### config.mk
export PLATFORM = sky130hd
export DESIGN_NAME = aam_ctrl
export DESIGN_NICKNAME = d
export VERILOG_FILES = /design/src/rtl/aam_pkg.sv /design/src/rtl/aam_ctrl.sv
export SDC_FILE = /design/constraint.sdc
export NUM_CORES = 1
export LEC_CHECK = 0
export BUFFER_PORTS_ARGS = -buffer_cell sky130_fd_sc_hd__buf_2
export CAP_MARGIN = 20
export CELL_PAD_IN_SITES_DETAIL_PLACEMENT = 2
export CELL_PAD_IN_SITES_GLOBAL_PLACEMENT = 2
export CORE_MARGIN = 2
export CORE_UTILIZATION = 32
export DETAILED_ROUTE_END_ITERATION = 12
export PLACE_DENSITY_LB_ADDON = 0.1
export SYNTH_ARGS = -nofsm -noshare
export SYNTH_HDL_FRONTEND = slang
export SYNTH_SLANG_ARGS = --single-unit
### constraint.sdc
create_clock -name i_clk -period 2.3 [get_ports i_clk]
set_input_delay 0.46 -clock i_clk [delete_from_list [all_inputs] [get_ports i_clk]]
set_output_delay 0.46 -clock i_clk [all_outputs]
set_load 0.02 [all_outputs]
### src/rtl/aam_pkg.sv
// ----------------------------------------------------------------------------
// aam_pkg: shared types and constants for the averaged attitude unit
// Command/status structs, state encodings and the CORDIC arctangent table.
// ----------------------------------------------------------------------------
`default_nettype none

package aam_pkg;

    // default depth of the angle history
    localparam int HISTORY_LEN_DEF = 5;

    // cordic datapath widths
    localparam int CW           = 28;
    localparam int ZW           = 25;
    localparam int CORDIC_STEPS = 20;
    localparam int ROOT_STEPS   = 24;
    localparam int SUMW         = 20;

    // angle constants, centidegrees and accumulator units
    localparam logic signed [ZW-1:0] HALF_TURN_ACC = 25'sd4608000;
    localparam logic signed [16:0]   LIM_HALF      = 17'sd18000;
    localparam logic signed [16:0]   LIM_QUARTER   = 17'sd9000;
    localparam logic signed [15:0]   DECL_RESET    = -16'sd1031;

    // which angle the shared cordic is working on
    typedef enum logic [1:0] {
        ANG_ROLL,
        ANG_PITCH,
        ANG_HEAD
    } t_ang;

    typedef enum logic [3:0] {
        S_IDLE,
        S_SQUARE,
        S_ADD,
        S_ROOT,
        S_CINIT,
        S_CSTEP,
        S_CTAKE,
        S_UPDATE,
        S_SUM,
        S_MEAN,
        S_FINISH
    } t_state;

    typedef struct packed {
        logic       load_in;
        logic       square;
        logic       root_init;
        logic       root_step;
        logic       cordic_init;
        logic       cordic_step;
        logic       cordic_take;
        logic       update;
        logic       sum_step;
        logic       mean;
        logic       out_load;
        t_ang       ang;
        logic [4:0] idx;
    } t_cmd;

    typedef struct packed {
        logic out_free;
    } t_status;

    // atan(2^-i) in 1/256 centidegree
    function automatic logic signed [ZW-1:0] atan_tab(input logic [4:0] i);
        logic signed [ZW-1:0] v;
        unique case (i)
            5'd0:    v = 25'sd1152000;
            5'd1:    v = 25'sd680065;
            5'd2:    v = 25'sd359328;
            5'd3:    v = 25'sd182400;
            5'd4:    v = 25'sd91554;
            5'd5:    v = 25'sd45822;
            5'd6:    v = 25'sd22916;
            5'd7:    v = 25'sd11459;
            5'd8:    v = 25'sd5730;
            5'd9:    v = 25'sd2865;
            5'd10:   v = 25'sd1432;
            5'd11:   v = 25'sd716;
            5'd12:   v = 25'sd358;
            5'd13:   v = 25'sd179;
            5'd14:   v = 25'sd90;
            5'd15:   v = 25'sd45;
            5'd16:   v = 25'sd22;
            5'd17:   v = 25'sd11;
            5'd18:   v = 25'sd6;
            5'd19:   v = 25'sd3;
            default: v = '0;
        endcase
        return v;
    endfunction

endpackage

`default_nettype wire

### src/rtl/aam_ctrl.sv
// ----------------------------------------------------------------------------
// aam_ctrl: sequencer for the averaged attitude unit
// Steps the datapath through squares, root, three cordic runs and averaging.
// ----------------------------------------------------------------------------
`default_nettype none

module aam_ctrl #(
    parameter int HISTORY_LEN = aam_pkg::HISTORY_LEN_DEF
) (
    input  wire             i_clk,
    input  wire             i_rst_n,
    input  wire             i_in_valid,
    output logic            o_in_ready,
    input  aam_pkg::t_status i_status,
    output aam_pkg::t_cmd   o_cmd
);

    aam_pkg::t_state r_state, n_state;
    aam_pkg::t_ang   r_ang, n_ang;
    logic [4:0]      r_cnt, n_cnt;

    // state register
    always_ff @(posedge i_clk) begin
        if (!i_rst_n) begin
            r_state <= aam_pkg::S_IDLE;
            r_ang   <= aam_pkg::ANG_ROLL;
            r_cnt   <= '0;
        end else begin
            r_state <= n_state;
            r_ang   <= n_ang;
            r_cnt   <= n_cnt;
        end
    end

    // next state and commands
    always_comb begin
        n_state    = r_state;
        n_ang      = r_ang;
        n_cnt      = r_cnt;
        o_cmd      = '0;
        o_cmd.ang  = r_ang;
        o_cmd.idx  = r_cnt;
        o_in_ready = 1'b0;
        unique case (r_state)
            aam_pkg::S_IDLE: begin
                o_in_ready = 1'b1;
                if (i_in_valid) begin
                    o_cmd.load_in = 1'b1;
                    n_state       = aam_pkg::S_SQUARE;
                end
            end
            aam_pkg::S_SQUARE: begin
                o_cmd.square = 1'b1;
                n_state      = aam_pkg::S_ADD;
            end
            aam_pkg::S_ADD: begin
                o_cmd.root_init = 1'b1;
                n_cnt           = '0;
                n_state         = aam_pkg::S_ROOT;
            end
            aam_pkg::S_ROOT: begin
                o_cmd.root_step = 1'b1;
                n_cnt           = r_cnt + 5'd1;
                if (r_cnt == 5'(aam_pkg::ROOT_STEPS - 1)) begin
                    n_ang   = aam_pkg::ANG_ROLL;
                    n_state = aam_pkg::S_CINIT;
                end
            end
            aam_pkg::S_CINIT: begin
                o_cmd.cordic_init = 1'b1;
                n_cnt             = '0;
                n_state           = aam_pkg::S_CSTEP;
            end
            aam_pkg::S_CSTEP: begin
                o_cmd.cordic_step = 1'b1;
                n_cnt             = r_cnt + 5'd1;
                if (r_cnt == 5'(aam_pkg::CORDIC_STEPS - 1)) begin
                    n_state = aam_pkg::S_CTAKE;
                end
            end
            aam_pkg::S_CTAKE: begin
                o_cmd.cordic_take = 1'b1;
                unique case (r_ang)
                    aam_pkg::ANG_ROLL: begin
                        n_ang   = aam_pkg::ANG_PITCH;
                        n_state = aam_pkg::S_CINIT;
                    end
                    aam_pkg::ANG_PITCH: begin
                        n_ang   = aam_pkg::ANG_HEAD;
                        n_state = aam_pkg::S_CINIT;
                    end
                    default: begin
                        n_state = aam_pkg::S_UPDATE;
                    end
                endcase
            end
            aam_pkg::S_UPDATE: begin
                o_cmd.update = 1'b1;
                n_cnt        = '0;
                n_state      = aam_pkg::S_SUM;
            end
            aam_pkg::S_SUM: begin
                o_cmd.sum_step = 1'b1;
                n_cnt          = r_cnt + 5'd1;
                if (r_cnt == 5'(HISTORY_LEN - 1)) begin
                    n_state = aam_pkg::S_MEAN;
                end
            end
            aam_pkg::S_MEAN: begin
                o_cmd.mean = 1'b1;
                n_state    = aam_pkg::S_FINISH;
            end
            aam_pkg::S_FINISH: begin
                if (i_status.out_free) begin
                    o_cmd.out_load = 1'b1;
                    n_state        = aam_pkg::S_IDLE;
                end
            end
            default: begin
                n_state = aam_pkg::S_IDLE;
            end
        endcase
    end

endmodule

`default_nettype wire

==> reports/qor.txt, run 1 <==
Leakage = 0.488 nW
Vias in the first global route = 1068
WHS Path Cells = 2
Compound-Gate Fraction of Synth Area = 0.245
Synth-to-Final Area Change = 16.3%
Yosys warns = 0
Largest family of logic cells by synthesized area = simple AND/OR/NAND/NOR gates
Critical path launch point type = flip-flop
Met1 GRT Util = 0.276
PwrDens = 763 mW/mm2
Ys flop type = dfxtp_1
Critical path endpoint category = output port
Hold Crit Class = reg -> reg
DR pass1 iterations = 4
Reg2Reg Setup Slack = 0.42 ns
Cells after DPL = 174
Fin crit period = 2.18 ns
FF+latch count, synth = 11
Vias/cell = 5.92
Die Y = 59.0 um
Final Hold Vio Count = 0
Status = completed
Hold Startpoint = r_ang[0]
Syn_nets = 132
Final Skew = 0.00708 ns
CTS tree = yes
Gate Count Post-Synth = 126
Clock Pin Slew Worst Setup and Hold Paths = 0.08 ns
Share of cells above drive strength 1 = 0.265
Final Net Count = 154
Port bufs = 22
Fill cells = 362
Routed vias = 1053
Core Box Area = 0.00281 mm2
Synthesized cell area = 968 um2
Die width = 59.0 um
Unrepaired setup endpoints after global routing = no
Number of antenna-violating nets in the routed design = 0
Final Wtd Congestion = 0.723
Most frequent cells in the layout = buf_2, dfxtp_1, inv_1, nand3_1
Final setup violation count = 0
Overall Global Routing Usage = 0.208
Worst reg2reg startpoint = r_state[0]
Multiplexer share of the synthesized area = 0
Critical path class = reg -> out
Adder-Cell Fraction of Synth Area = 0.0258
Fin crit share = 0.949
Fmax = 0.458 GHz
FFs w/ async S/R, synth = 0
Hold Crit Endpoint = r_ang[0]
Slew headroom = 0.615
Initial DRC count = 32
Gr busiest metal = met2
Fin. max-slew vios = 0
FF-to-FF path depth = 5
Sequential element share of the synthesized area = 0.227
Worst-Margin Slew = 0.577 ns
Setup Total Neg Slack = 0 ns
Die area = 0.00348 mm2
Post-DP HPWL = 2.40 mm
Most common cell after layout, fill and taps aside = buf_2
Fin cells = 178
Post-synth EDFFs = 0
Maxcap violations = 0
Num CTS Buffers = 3
GRT met2 Usage = 0.343
RR Endpoint = r_state[0]
Ant diodes = 0
Drt drc = 0
GR Overflow Total = 0
Avg Inst Size Synth = 7.69 um2
Met3 GRT Util = 0.0349
CTS H-tree depth = 1
WP data arrival = 1.72 ns
Synth cell types = 46
Initial antenna violation count = 0
Max VDD drop = 0.243 mV
Crit path max fanout = 14
Clock root cell = clkbuf_4
Post-synthesis simple-gate area fraction = 0.403
Critical Path RT = 1.84 ns
Clock sink total = 11
Starting Density = 0.345
CTS max path bufs = 2
Largest net degree at the start of global routing = 20
Drt total wl = 3.28 mm
Routed wire per std cell = 18.4 um
Num rows = 19
Postcts setup bufs = 0
Synth Area in XOR/XNOR = 0.00904
First-pass GRT wire length = 5.46 mm
Io pins = 23
Overall Power = 859 uW
Clock Latency Late Sink = 0.28 ns
## sequential cells by signal, indices dropped and copies added (netlist names)
name     count
r_ang        2
r_state      4
r_cnt        5
## what timing repair did
action / 4_1_cts / 5_1_grt
hold buffers: 0 / 0
resized for setup: 0 / 1
setup endpoints to repair: 0 / 2
## cells by family (layout without fill, tap and decap cells)
kind of cell    after synthesis  after routing
simple gates                 59             59
flops                        11             11
compound gates               34             34
xor+xnor                      1              1
fa+ha+maj                     2              2
buf+inv                      19             40
## cells in the mapped netlist, types with 2 or more instances
| library cell | n | area share |
|---|---|---|
| inv_1 | 8 | 0.031 |
| nand3b_1 | 2 | 0.015 |
| o21ai_0 | 4 | 0.021 |
| nor4b_1 | 2 | 0.018 |
| dfxtp_1 | 11 | 0.23 |
| a31oi_1 | 6 | 0.039 |
| and3_1 | 3 | 0.019 |
| nor3_1 | 5 | 0.026 |
| ha_1 | 2 | 0.026 |
| nand3_1 | 8 | 0.041 |
| nand2_1 | 6 | 0.023 |
| buf_2 | 6 | 0.031 |
| nand4bb_1 | 2 | 0.023 |
| a21oi_1 | 4 | 0.021 |
| a211oi_1 | 2 | 0.015 |
| nor3b_1 | 2 | 0.015 |
| o21a_1 | 4 | 0.031 |
| nand2b_1 | 7 | 0.045 |
| buf_4 | 2 | 0.015 |
| and2_1 | 4 | 0.026 |
| o21ai_1 | 4 | 0.021 |
| nor2_1 | 7 | 0.027 |
| nor4bb_1 | 2 | 0.021 |
## metal layers
| metal | wire (um) | part of all wire | vias to the layer above |
|---|---|---|---|
| met5 | 0 | 0 | - |
| met4 | 17 | 0.0052 | 0 |
| met3 | 81 | 0.025 | 2 |
| met2 | 1600 | 0.49 | 14 |
| met1 | 1580 | 0.48 | 526 |
| li1 | - | - | 511 |
## per-stage QoR
stage / instance area (um2) / util / hold WS (ns) / setup WS [ns]
after CTS: 1120 / 0.401 / 0.542 / 0.0613
after global placement: 1100 / 0.392 / 0.504 / 0.493
after detailed placement: 1100 / 0.392 / 0.532 / 0.377
final: 1130 / 0.401 / 0.534 / 0.117
after global routing: 1130 / 0.401 / 0.582 / 0.0232
after floorplan: 968 / - / 0.571 / 0.432
## worst max-delay path by stage
stage | start | to | slack, ns | cells past startpoint
finish | r_state[0] | o_cmd[7] | 0.12 | 4
global route | r_state[1] | o_cmd[11] | 0.02 | 3
CTS | r_state[2] | o_cmd[11] | 0.06 | 3
detailed placement | r_state[2] | o_cmd[11] | 0.38 | 3
global placement | r_state[2] | o_cmd[11] | 0.49 | 3
floorplan | r_state[1] | o_cmd[17] | 0.43 | 3
## power by group
part           internal [mW]  switching, mW  leakage [nW]
clock                 0.0672         0.0756        0.0150
sequential             0.210         0.0783        0.0896
combinational          0.177          0.251         0.384
## area by class of cell
class,instances,area (um2),area share
Multi-Input combinational cell,96,662,0.588
Clock buffer,4,26.3,0.0233
Inverter,10,37.5,0.0333
Timing Repair Buffer,26,140,0.124
Tap cell,31,38.8,0.0344
Sequential cell,11,221,0.197
## worst max-delay path, cell delays in order, from the launching register on
cell      delay [ns]
dfxtp_1         0.63
buf_4           0.28
nand2b_1        0.28
nor3_1          0.08
buf_2           0.16
No activity file was read; power rests on OpenSTA's default activity.
==> run 2: changes to the inputs <==
==> constraint.sdc (replaced) <==
create_clock -name i_clk -period 2.6 [get_ports i_clk]
set_input_delay 0.52 -clock i_clk [delete_from_list [all_inputs] [get_ports i_clk]]
set_output_delay 0.52 -clock i_clk [all_outputs]
set_load 0.02 [all_outputs]
==> reports/qor.txt, run 2 (synthesis gave the netlist of run 1 again) <==
DR pass1 iterations = 4 (unchanged)
Crit path max fanout = 23 (was 14)
Clock sink total = 11 (unchanged)
Worst hold margin = 0.539 ns (was 0.534 ns)
Vias in the first global route = 1090 (was 1068)
Initial DRC count = 33 (was 32)
Die area = 0.00348 mm2 (unchanged)
Io pins = 23 (unchanged)
Clock Latency Late Sink = 0.27 ns (was 0.28 ns)
Core Box Area = 0.00281 mm2 (unchanged)
Most common cell after layout, fill and taps aside = buf_2 (unchanged)
Ant diodes = 0 (unchanged)
Port bufs = 22 (unchanged)
Largest net degree at the start of global routing = 24 (was 20)
Final Skew = 0.00603 ns (was 0.00708 ns)
Final Net Count = 153 (was 154)
Clock share of power = 0.170 (was 0.166)
First-pass GRT wire length = 5.48 mm (was 5.46 mm)
Drt drc = 0 (unchanged)
Final Wtd Congestion = 0.779 (was 0.723)
Vias/cell = 5.97 (was 5.92)
Overall Global Routing Usage = 0.209 (was 0.208)
GR Overflow Total = 0 (unchanged)
Fin crit share = 0.951
Resized Gates After CTS = 0 (unchanged)
Top reg by flops = r_cnt (unchanged)
Routed wire per std cell = 18.4 um (about the same)
Share of cells above drive strength 1 = 0.253 (was 0.265)
Unrepaired setup endpoints after global routing = no (unchanged)
Critical Path RT = 2.08 ns (was 1.84 ns)
Die width = 59.0 um (unchanged)
Post-DP HPWL = 2.40 mm (about the same)
Clock Pin Slew Worst Setup and Hold Paths = 0.09 ns (was 0.08 ns)
Postcts setup bufs = 0 (unchanged)
Num CTS Buffers = 3 (unchanged)
Critical Path Max Stage Delay = 0.85 ns (was 0.63 ns)
Switching part of the total = 0.468 (was 0.471)
Critical-path top delay cell = dfxtp_1 (unchanged)
Worst path cell trace = or4b_4, inv_1, buf_2 (was buf_4, nand2b_1, nor3_1, buf_2)
Critical path class = reg -> out (unchanged)
Critical path endpoint category = output port (unchanged)
WP data arrival = 1.95 ns (was 1.72 ns)
Clock root cell = clkbuf_4 (unchanged)
Sequential power share = 0.341 (was 0.336)
Drt total wl = 3.26 mm (was 3.28 mm)
Comb pwr share = 0.489 (was 0.498)
Internal power = 402 uW (was 454 uW)
Final setup violation count = 0 (unchanged)
Synth-to-Final Area Change = 15.4% (was 16.3%)
Initial antenna violation count = 0 (unchanged)
Largest register FFs = 5 (unchanged)
Fin crit period = 2.47 ns
CTS max path bufs = 2 (unchanged)
# hold bufs at CTS = 0 (unchanged)
Fill cells = 349 (was 362)
CTS tree = yes (unchanged)
Most frequent cells in the layout = buf_2, dfxtp_1, inv_1, nand3_1 (unchanged)
Hold Crit Class = reg -> reg (unchanged)
Maxcap violations = 0 (unchanged)
Routed vias = 1057 (was 1053)
Die Y = 59.0 um (unchanged)
Setup Total Neg Slack = 0 ns (unchanged)
Leakage = 0.482 nW (was 0.488 nW)
Slew headroom = 0.466 (was 0.615)
Psw = 354 uW (was 405 uW)
Final Hold Vio Count = 0 (unchanged)
Worst-Margin Slew = 0.800 ns (was 0.577 ns)
CTS H-tree depth = 1 (unchanged)
Fin. max-slew vios = 0 (unchanged)
Status = completed (unchanged)
Num rows = 19 (unchanged)
Max VDD drop = 0.189 mV (was 0.243 mV)
PwrDens = 677 mW/mm2 (was 763 mW/mm2)
Starting Density = 0.345 (unchanged)
Fmax = 0.404 GHz
Number of antenna-violating nets in the routed design = 0 (unchanged)
Critical path launch point type = flip-flop (unchanged)
Top flop regs = r_cnt: 5 flops, r_state: 4 flops, r_ang: 2 flops (unchanged)
run 2: worst max-delay path: cells and delay by family (launching register included):
kind,cells,cell delay [ns]
simple gates,1,0.60
buf+inv,2,0.23
flops,1,0.85
run 2: worst paths after layout:
kind / startpoint / endpoint / slack (ns) / cells past startpoint
worst min register to register: r_ang[0] / r_ang[0] / 0.54 / 2
worst max-delay path: r_state[3] / o_cmd[9] / 0.13 / 3
worst max register to register: r_state[3] / r_state[1] / 0.63 / 4
worst min-delay path: r_ang[0] / r_ang[0] / 0.54 / 2
run 2: power groups by stage:
stage / sequential (mW) / clock [mW] / combinational, mW
5_1_grt: 0.268 / 0.146 / 0.408
6_report: 0.257 / 0.129 / 0.370
2_1_floorplan: 0.214 / 0 / 0.312
4_1_cts: 0.255 / 0.135 / 0.374
3_5_place_dp: 0.259 / 0 / 0.371
3_3_place_gp: 0.256 / 0 / 0.358
run 2: metal layers:
metal	up-vias	part of all wire	GRT usage
li1	506	-	-
met1	513	0.49	0.290
met2	31	0.45	0.321
met3	7	0.041	0.0306
met4	0	0.021	0.0877
met5	-	0	0
run 2: final cells by class:
type	instances	area, um2	area share
sequential	11	220	0.197
tap	31	38.8	0.0347
timing repair buffer	25	133	0.119
multi-input combinational	96	662	0.592
clock buffer	4	26.3	0.0235
inverter	10	37.5	0.0336
run 2: stage by stage:
step,util,power (mW),instance area (um2),setup slack [ns],instances
after global routing,0.398,0.822,1120,0.00750,177
after detailed placement,0.389,0.630,1090,0.451,173
after CTS,0.398,0.764,1120,0.141,177
after floorplan,-,0.526,968,0.672,126
after global placement,0.389,0.613,1090,0.531,173
final,0.398,0.756,1120,0.127,177
